[src/hdl/altok_pkg.sv]
// Shared types and constants for the assembler line tokenizer.
`default_nettype none

package altok_pkg;

    // Character codes that the line grammar treats specially
    localparam logic [7:0] CH_TAB    = 8'h09;
    localparam logic [7:0] CH_CR     = 8'h0D;
    localparam logic [7:0] CH_SPACE  = 8'h20;
    localparam logic [7:0] CH_DOLLAR = 8'h24;
    localparam logic [7:0] CH_STAR   = 8'h2A;
    localparam logic [7:0] CH_DOT    = 8'h2E;
    localparam logic [7:0] CH_DIG_0  = 8'h30;
    localparam logic [7:0] CH_DIG_9  = 8'h39;
    localparam logic [7:0] CH_COLON  = 8'h3A;
    localparam logic [7:0] CH_EQUAL  = 8'h3D;
    localparam logic [7:0] CH_AT     = 8'h40;
    localparam logic [7:0] CH_UP_A   = 8'h41;
    localparam logic [7:0] CH_UP_Z   = 8'h5A;
    localparam logic [7:0] CH_UNDER  = 8'h5F;
    localparam logic [7:0] CH_LO_A   = 8'h61;
    localparam logic [7:0] CH_LO_Z   = 8'h7A;

    localparam int unsigned IN_DATA_W  = 8;
    localparam int unsigned OUT_DATA_W = 16;

    typedef enum logic [3:0] {
        PH_START      = 4'd0,
        PH_AFTER_EQ   = 4'd1,
        PH_LABEL      = 4'd2,
        PH_AFTER_COL  = 4'd3,
        PH_LABEL_TAIL = 4'd4,
        PH_SEP_OP     = 4'd5,
        PH_OPERATION  = 4'd6,
        PH_SEP_OPND   = 4'd7,
        PH_OPERANDS   = 4'd8,
        PH_SEP_END    = 4'd9,
        PH_TAIL       = 4'd10,
        PH_COMMENT    = 4'd11,
        PH_ERROR      = 4'd12
    } phase_t;

    typedef enum logic [2:0] {
        ROLE_NONE  = 3'd0,
        ROLE_PUNCT = 3'd1,
        ROLE_LABEL = 3'd2,
        ROLE_OP    = 3'd3,
        ROLE_OPND  = 3'd4,
        ROLE_TEXT  = 3'd5
    } role_t;

    typedef enum logic [1:0] {
        ERR_NONE  = 2'd0,
        ERR_LABEL = 2'd2,
        ERR_TOKEN = 2'd3
    } err_t;

    typedef enum logic [1:0] {
        ST_ENTRY     = 2'd0,
        ST_BLANK     = 2'd1,
        ST_BAD_LABEL = 2'd2,
        ST_BAD_TOKEN = 2'd3
    } status_t;

    // Character class flags from the classifier
    typedef struct packed {
        logic ws;
        logic sep;
        logic lstart;
        logic lcont;
        logic star;
        logic equal;
        logic colon;
    } char_class_t;

    // Per-line parser state
    typedef struct packed {
        phase_t phase;
        logic   seen_nonblank;
        logic   label_flag;
        logic   global_flag;
        logic   operation_flag;
        logic   operands_flag;
        logic   comment_flag;
        err_t   err;
    } parse_state_t;

    // One result word
    typedef struct packed {
        role_t   role;
        logic    line_done;
        status_t status;
        logic    has_label;
        logic    label_global;
        logic    has_operation;
        logic    has_operands;
        logic    has_comment;
    } result_t;

    localparam parse_state_t STATE_CLEAR = '{
        phase: PH_START, seen_nonblank: 1'b0, label_flag: 1'b0, global_flag: 1'b0,
        operation_flag: 1'b0, operands_flag: 1'b0, comment_flag: 1'b0, err: ERR_NONE
    };

endpackage

`default_nettype wire

[src/hdl/assembler_line_tokenizer.sv]
// Top level of the assembler line tokenizer: input register, parser step, result register.
//
// Usage: feed source bytes on the s_ channel, one byte per word in s_tdata[7:0].
// A word with s_tlast high ends the current line; its s_tdata is ignored.
// Every accepted word produces exactly one result word on the m_ channel.
// A byte word yields its role in m_tdata[2:0] with m_tlast low. A line-end
// word yields m_tlast high with the line status and presence flags, and
// returns the parser to the start of a new line.
// Path: an accepted word waits in the input register, passes the parser step and
// is registered in the result register, which drives m_tvalid.
// Throughput: one word per cycle while m_tready is high, set by the combinational
// parser step between the input register and the result register.
// Stall: while m_tready is low the result holds, and the input register still
// takes one more word; s_tready drops only once both registers are full.
// Reset: aresetn low clears both registers and puts the parser at line start
// with all flags clear.
`default_nettype none

module assembler_line_tokenizer (
    input  wire logic        aclk,
    input  wire logic        aresetn,
    // s_tdata: char_code[7:0]
    input  wire logic [7:0]  s_tdata,
    input  wire logic        s_tlast,
    input  wire logic        s_tvalid,
    output logic             s_tready,
    // m_tdata: char_role[2:0], line_status[4:3], has_label[5], label_global[6],
    //          has_operation[7], has_operands[8], has_comment[9], zero[15:10]
    output logic [15:0]      m_tdata,
    output logic             m_tlast,
    output logic             m_tvalid,
    input  wire logic        m_tready
);
    import altok_pkg::*;

    logic         in_valid_reg;
    logic [7:0]   in_char_reg;
    logic         in_last_reg;
    parse_state_t state_reg;
    parse_state_t state_next;
    logic         out_valid_reg;
    result_t      out_res_reg;
    result_t      res_next;
    char_class_t  cls;
    logic         advance;

    // Move a word into the result register when it is empty or being taken
    assign advance  = !out_valid_reg || m_tready;
    assign s_tready = !in_valid_reg || advance;

    altok_char_class u_class (
        .char_code (in_char_reg),
        .cls       (cls)
    );

    altok_step u_step (
        .st       (state_reg),
        .cls      (cls),
        .line_end (in_last_reg),
        .st_next  (state_next),
        .res      (res_next)
    );

    // Input register
    always_ff @(posedge aclk) begin
        if (!aresetn) begin
            in_valid_reg <= 1'b0;
        end else if (s_tready) begin
            in_valid_reg <= s_tvalid;
        end
        if (s_tready && s_tvalid) begin
            in_char_reg <= s_tdata;
            in_last_reg <= s_tlast;
        end
    end

    // Parser state and result register
    always_ff @(posedge aclk) begin
        if (!aresetn) begin
            state_reg     <= STATE_CLEAR;
            out_valid_reg <= 1'b0;
        end else if (advance) begin
            out_valid_reg <= in_valid_reg;
            if (in_valid_reg) begin
                state_reg <= state_next;
            end
        end
        if (advance && in_valid_reg) begin
            out_res_reg <= res_next;
        end
    end

    assign m_tvalid = out_valid_reg;
    assign m_tlast  = out_res_reg.line_done;
    assign m_tdata  = {6'd0, out_res_reg.has_comment, out_res_reg.has_operands,
                       out_res_reg.has_operation, out_res_reg.label_global,
                       out_res_reg.has_label, out_res_reg.status, out_res_reg.role};

endmodule

`default_nettype wire

[src/hdl/altok_char_class.sv]
// Character classifier: whitespace, separator, label, star, equal and colon character sets.
`default_nettype none

module altok_char_class (
    input  wire logic [7:0]          char_code,
    output altok_pkg::char_class_t   cls
);
    import altok_pkg::*;

    logic is_alpha;
    logic is_digit;

    // Decode the byte against the grammar's character sets
    always_comb begin
        is_alpha   = (char_code >= CH_UP_A && char_code <= CH_UP_Z) ||
                     (char_code >= CH_LO_A && char_code <= CH_LO_Z);
        is_digit   = (char_code >= CH_DIG_0 && char_code <= CH_DIG_9);
        cls.ws     = (char_code == CH_SPACE) || (char_code >= CH_TAB && char_code <= CH_CR);
        cls.sep    = (char_code == CH_SPACE) || (char_code == CH_TAB);
        cls.lstart = is_alpha || (char_code == CH_AT) || (char_code == CH_UNDER);
        cls.lcont  = cls.lstart || is_digit || (char_code == CH_DOLLAR) ||
                     (char_code == CH_DOT);
        cls.star   = (char_code == CH_STAR);
        cls.equal  = (char_code == CH_EQUAL);
        cls.colon  = (char_code == CH_COLON);
    end

endmodule

`default_nettype wire

[src/hdl/altok_step.sv]
// Parser step: next line state and result word for one character or line end.
`default_nettype none

module altok_step (
    input  wire altok_pkg::parse_state_t st,
    input  wire altok_pkg::char_class_t  cls,
    input  wire logic                    line_end,
    output altok_pkg::parse_state_t      st_next,
    output altok_pkg::result_t           res
);
    import altok_pkg::*;

    // Next state
    always_comb begin
        st_next = st;
        if (line_end) begin
            st_next = STATE_CLEAR;
        end else begin
            if (!cls.ws) begin
                st_next.seen_nonblank = 1'b1;
            end
            unique case (st.phase)
                PH_START: begin
                    if (cls.star) begin
                        st_next.comment_flag = 1'b1;
                        st_next.phase        = PH_COMMENT;
                    end else if (cls.equal) begin
                        st_next.phase = PH_AFTER_EQ;
                    end else if (cls.lstart) begin
                        st_next.label_flag = 1'b1;
                        st_next.phase      = PH_LABEL;
                    end else if (cls.sep) begin
                        st_next.phase = PH_SEP_OP;
                    end else if (cls.ws) begin
                        st_next.phase = PH_LABEL_TAIL;
                    end else begin
                        st_next.phase = PH_ERROR;
                        st_next.err   = ERR_LABEL;
                    end
                end
                PH_AFTER_EQ: begin
                    if (cls.lstart) begin
                        st_next.label_flag = 1'b1;
                        st_next.phase      = PH_LABEL;
                    end else begin
                        st_next.phase = PH_ERROR;
                        st_next.err   = ERR_LABEL;
                    end
                end
                PH_LABEL, PH_AFTER_COL: begin
                    if (st.phase == PH_LABEL && cls.lcont) begin
                        st_next.phase = PH_LABEL;
                    end else if (st.phase == PH_LABEL && cls.colon) begin
                        st_next.global_flag = 1'b1;
                        st_next.phase       = PH_AFTER_COL;
                    end else if (cls.sep) begin
                        st_next.phase = PH_SEP_OP;
                    end else if (cls.ws) begin
                        st_next.phase = PH_LABEL_TAIL;
                    end else begin
                        st_next.phase = PH_ERROR;
                        st_next.err   = ERR_LABEL;
                    end
                end
                PH_LABEL_TAIL: begin
                    if (!cls.ws) begin
                        st_next.phase = PH_ERROR;
                        st_next.err   = ERR_LABEL;
                    end
                end
                PH_SEP_OP, PH_SEP_OPND: begin
                    if (cls.sep) begin
                        st_next.phase = st.phase;
                    end else if (cls.ws) begin
                        st_next.phase = PH_TAIL;
                    end else if (cls.star) begin
                        st_next.comment_flag = 1'b1;
                        st_next.phase        = PH_COMMENT;
                    end else if (st.phase == PH_SEP_OP) begin
                        st_next.operation_flag = 1'b1;
                        st_next.phase          = PH_OPERATION;
                    end else begin
                        st_next.operands_flag = 1'b1;
                        st_next.phase         = PH_OPERANDS;
                    end
                end
                PH_OPERATION, PH_OPERANDS: begin
                    if (cls.sep) begin
                        st_next.phase = (st.phase == PH_OPERATION) ? PH_SEP_OPND : PH_SEP_END;
                    end else if (cls.ws) begin
                        st_next.phase = PH_TAIL;
                    end
                end
                PH_SEP_END: begin
                    if (cls.sep) begin
                        st_next.phase = PH_SEP_END;
                    end else if (cls.ws) begin
                        st_next.phase = PH_TAIL;
                    end else if (cls.star) begin
                        st_next.comment_flag = 1'b1;
                        st_next.phase        = PH_COMMENT;
                    end else begin
                        st_next.phase = PH_ERROR;
                        st_next.err   = ERR_TOKEN;
                    end
                end
                PH_TAIL: begin
                    if (!cls.ws) begin
                        st_next.phase = PH_ERROR;
                        st_next.err   = ERR_TOKEN;
                    end
                end
                PH_COMMENT: begin
                    st_next.phase = PH_COMMENT;
                end
                default: begin
                    st_next.phase = PH_ERROR;
                end
            endcase
        end
    end

    // Result word
    always_comb begin
        res = '{role: ROLE_NONE, line_done: 1'b0, status: ST_ENTRY, has_label: 1'b0,
                label_global: 1'b0, has_operation: 1'b0, has_operands: 1'b0,
                has_comment: 1'b0};
        if (line_end) begin
            res.line_done     = 1'b1;
            res.has_label     = st.label_flag;
            res.label_global  = st.global_flag;
            res.has_operation = st.operation_flag;
            res.has_operands  = st.operands_flag;
            res.has_comment   = st.comment_flag;
            if (!st.seen_nonblank) begin
                res.status = ST_BLANK;
            end else if (st.err == ERR_LABEL) begin
                res.status = ST_BAD_LABEL;
            end else if (st.err == ERR_TOKEN) begin
                res.status = ST_BAD_TOKEN;
            end else if (st.phase == PH_AFTER_EQ) begin
                res.status = ST_BAD_LABEL;
            end else begin
                res.status = ST_ENTRY;
            end
        end else begin
            unique case (st.phase)
                PH_START: begin
                    if (cls.star || cls.equal) begin
                        res.role = ROLE_PUNCT;
                    end else if (cls.lstart) begin
                        res.role = ROLE_LABEL;
                    end
                end
                PH_AFTER_EQ: begin
                    if (cls.lstart) begin
                        res.role = ROLE_LABEL;
                    end
                end
                PH_LABEL: begin
                    if (cls.lcont) begin
                        res.role = ROLE_LABEL;
                    end else if (cls.colon) begin
                        res.role = ROLE_PUNCT;
                    end
                end
                PH_SEP_OP, PH_SEP_OPND: begin
                    if (!cls.ws) begin
                        if (cls.star) begin
                            res.role = ROLE_PUNCT;
                        end else if (st.phase == PH_SEP_OP) begin
                            res.role = ROLE_OP;
                        end else begin
                            res.role = ROLE_OPND;
                        end
                    end
                end
                PH_OPERATION: begin
                    if (!cls.ws) begin
                        res.role = ROLE_OP;
                    end
                end
                PH_OPERANDS: begin
                    if (!cls.ws) begin
                        res.role = ROLE_OPND;
                    end
                end
                PH_SEP_END: begin
                    if (cls.star) begin
                        res.role = ROLE_PUNCT;
                    end
                end
                PH_COMMENT: begin
                    res.role = ROLE_TEXT;
                end
                default: begin
                    res.role = ROLE_NONE;
                end
            endcase
        end
    end

endmodule

`default_nettype wire

[config.mk]
export PLATFORM = sky130hd
export DESIGN_NAME = assembler_line_tokenizer
export DESIGN_NICKNAME = d
export VERILOG_FILES = /design/src/hdl/altok_pkg.sv /design/src/hdl/assembler_line_tokenizer.sv /design/src/hdl/altok_char_class.sv /design/src/hdl/altok_step.sv
export SDC_FILE = /design/constraint.sdc
export NUM_CORES = 1
export LEC_CHECK = 0
export BUFFER_PORTS_ARGS = -buffer_cell sky130_fd_sc_hd__buf_2
export CORE_MARGIN = 4
export CORE_UTILIZATION = 39
export CTS_CLUSTER_DIAMETER = 150
export DETAILED_ROUTE_END_ITERATION = 16
export GPL_ROUTABILITY_DRIVEN = 0
export PLACE_DENSITY = 0.64
export SLEW_MARGIN = 20
export SYNTH_ARGS = -nofsm -noshare
export SYNTH_HDL_FRONTEND = slang
export SYNTH_SLANG_ARGS = --single-unit
[constraint.sdc]
create_clock -name aclk -period 2.7 [get_ports aclk]
set_input_delay 0.27 -clock aclk [delete_from_list [all_inputs] [get_ports aclk]]
set_output_delay 0.27 -clock aclk [all_outputs]
set_load 0.01 [all_outputs]
==> metrics.cfg <==
[outcome]
status=complete, no violations

[clocking]
path_clk_slew_ns=0.07
clock_sinks=34
cts_resized=0
cts_buffers=5
clock_path_buffers=2
cts_tree=built
holdBufCountCts=0
cts_root_buf=clkbuf_8
clock_latency_ns=0.29
cts_setup_buffers=0
cts_max_level=2

[placed_design]
hpwl_mm=3.808
port_buffers=25

[power]
swShare_pct=24.50
total_power_w=0.001255
seq_power_share_pct=47.1
internal-power_w=0.0009477
p_per_area_mw_per_mm2=499.6
p_leak_nw=0.9809
p_sw_w=0.0003076
ir_drop_mv=0.3209
p_clk_share_pct=38.7
comb_power_share_pct=14.2

[sta]
fin_hold_ws_ns=0.1552
tightest_slew_ns=0.5800
fin_crit_sh_pct=91.20
setup_viol=0
rsz0062_at_grt=false
skew_ns=0.003979
fin_crit_ns=2.462
relSlewSlack_pct=61.16
final_hold_viol_count=0
clock.fmax_mhz=406.1
tns_ns=0
final_max_slew_viol_count=0

[die]
dieArea_mm2=0.006713
die_y_um=81.94
initial_core_util_pct=40.96
num_rows=26
die_x_um=81.94
core-area_mm2=0.005205
io_pins=32

[critical_path]
path_class=reg -> reg
rrSetupSlack_ns=0.24
crit_buf_inv=1
regToRegStartpoint=in_char_reg[4]
crit_path_top_delay_cell=edfxtp_1
worstPathRequired_ns=2.88
rr_worst_depth=7
cp.arrival_ns=2.65
critPathMaxStageDelay_ns=0.56
path_max_fanout=13
crit_family=compound AO/OA/AOI/OAI gates
end_kind=register
path_cells=or4_1 > o32ai_1 > nor4bb_1 > buf_4 > o221ai_1 > o2111ai_1 > a22o_1
worstSetupStartpointType=register
r2r_end=state_reg[9]

[final_layout]
drive_gt1_share_pct=19.72
multi_input_area_mm2=0.001137
area_delta_synth_final_pct=17.84
largest_register_ffs=12
n_antenna_cell=0
n_fill_cell=508
register_area_um2=880.8
nets=296

[synth]
synth_edf_count=20
synth_top_area_share_pct=28.17
async_flop_share_pct=0
synth_most_common_cell=nand2_1
yosys-top-cells-area=edfxtp_1 (28%), dfxtp_1 (13%), nand2_1 (4.6%)
synthCells=249
synth_cell_types=55
synth_commonest_cells=nand2_1 (26), nor2_1 (24), edfxtp_1 (20)
ys_ff_latch=34
netlist_area_mm2=0.002132
synth_warnings=0
synth_ff_type=edfxtp_1
yosys.area.top_type=edfxtp_1
syn_avg_cell_area_um2=8.562
ys_seq_area_share_pct=41.31

[min_path]
min_from=s_tdata[4]
min_path_type=in -> reg
hold_end=in_char_reg[4]
hold_path_depth=1

[global_route]
grtUsageTotal_pct=16.88
grt_first_pass_wirelength_mm=8.687
grt_pass1_vias=1786
grt_overflow=0
grt_antenna_before_repair=0
grt_max_degree=17

[routing]
drc=0
drtIter0Drc=246
vias=2007
first_pass_iters=8
routed_wl_mm=5.294
drt-vias-per-instance=5.669
wl_per_cell_um=14.95
final_antenna_net_count=0

[job]
cap_violations=0

-- layout by cell type (no fill, tap or decap), types with 5 or more instances in the layout --
cell type,instances
conb_1,6
a21oi_1,15
edfxtp_1,20
and2_1,8
nand2_1,26
inv_1,8
dfxtp_1,14
nor2b_1,7
a31oi_1,8
buf_4,18
o21ai_0,10
buf_2,25
nand3_1,8
clkbuf_8,6
nand2b_1,5
nor2_1,24
-- final cells by class --
cell class | count | share of cell area (%)
sequential | 34 | 35.06
tap | 70 | 3.486
clock buffer | 7 | 3.436
timing repair buffer | 43 | 10.36
multi-input combinational | 191 | 45.27
inverter | 8 | 1.195
clock inverter | 1 | 1.195
-- worst register-to-register path: stages, from the launching register on --
cell       delay, ns
edfxtp_1        0.56
or4_1           0.47
o32ai_1         0.22
nor4bb_1        0.09
buf_4           0.16
o221ai_1        0.36
o2111ai_1       0.25
a22o_1          0.25
-- how the worst max path moves through the flow --
stage	start	to	slack (ns)	depth (start not counted)
after CTS	in_char_reg[4]	state_reg[9]	0.33	7
final	in_char_reg[4]	state_reg[9]	0.24	7
after detailed placement	in_char_reg[4]	state_reg[9]	0.34	7
after global routing	in_char_reg[4]	state_reg[9]	0.14	6
after global placement	in_char_reg[4]	state_reg[9]	0.34	7
after floorplan	in_char_reg[3]	state_reg[9]	0.46	6
-- metrics by stage --
stage,area (um2),utilization [%],std cells,setup slack [ns]
6_report,2512,48.27,354,0.2377
5_1_grt,2512,48.27,354,0.1400
4_1_cts,2512,48.27,354,0.3324
3_5_place_dp,2396,46.03,346,0.3425
3_3_place_gp,2396,46.03,346,0.3403
2_1_floorplan,2151,-,254,0.4555
-- cell families (layout without fill, tap and decap cells) --
group,Yosys count,after routing,share of synthesized area [%]
and+or+nand+nor,107,107,26.58
muxes,2,2,0.9390
other,1,6,0.1759
AOI/OAI and AO/OA,75,75,24.35
buffers and inverters,29,59,6.220
DFF,34,34,41.31
xor gates and xnor gates,1,1,0.4109
-- per-layer routing --
metal	track usage (%)	share of wire (%)	up-vias
met5	0	0	-
met4	6.478	2.7	0
met3	3.289	8.7	20
met2	26.74	45	107
met1	22.63	43	901
li1	-	-	979
-- power groups by stage --
stage / combinational (W) / sequential [W] / clock, W
2_1_floorplan: 0.000126 / 0.000598 / 0
3_3_place_gp: 0.000176 / 0.000602 / 0
3_5_place_dp: 0.000175 / 0.000603 / 0
4_1_cts: 0.000176 / 0.000592 / 0.000499
5_1_grt: 0.000198 / 0.000595 / 0.000520
6_report: 0.000178 / 0.000592 / 0.000485
Power figures use the tool's default switching activity.
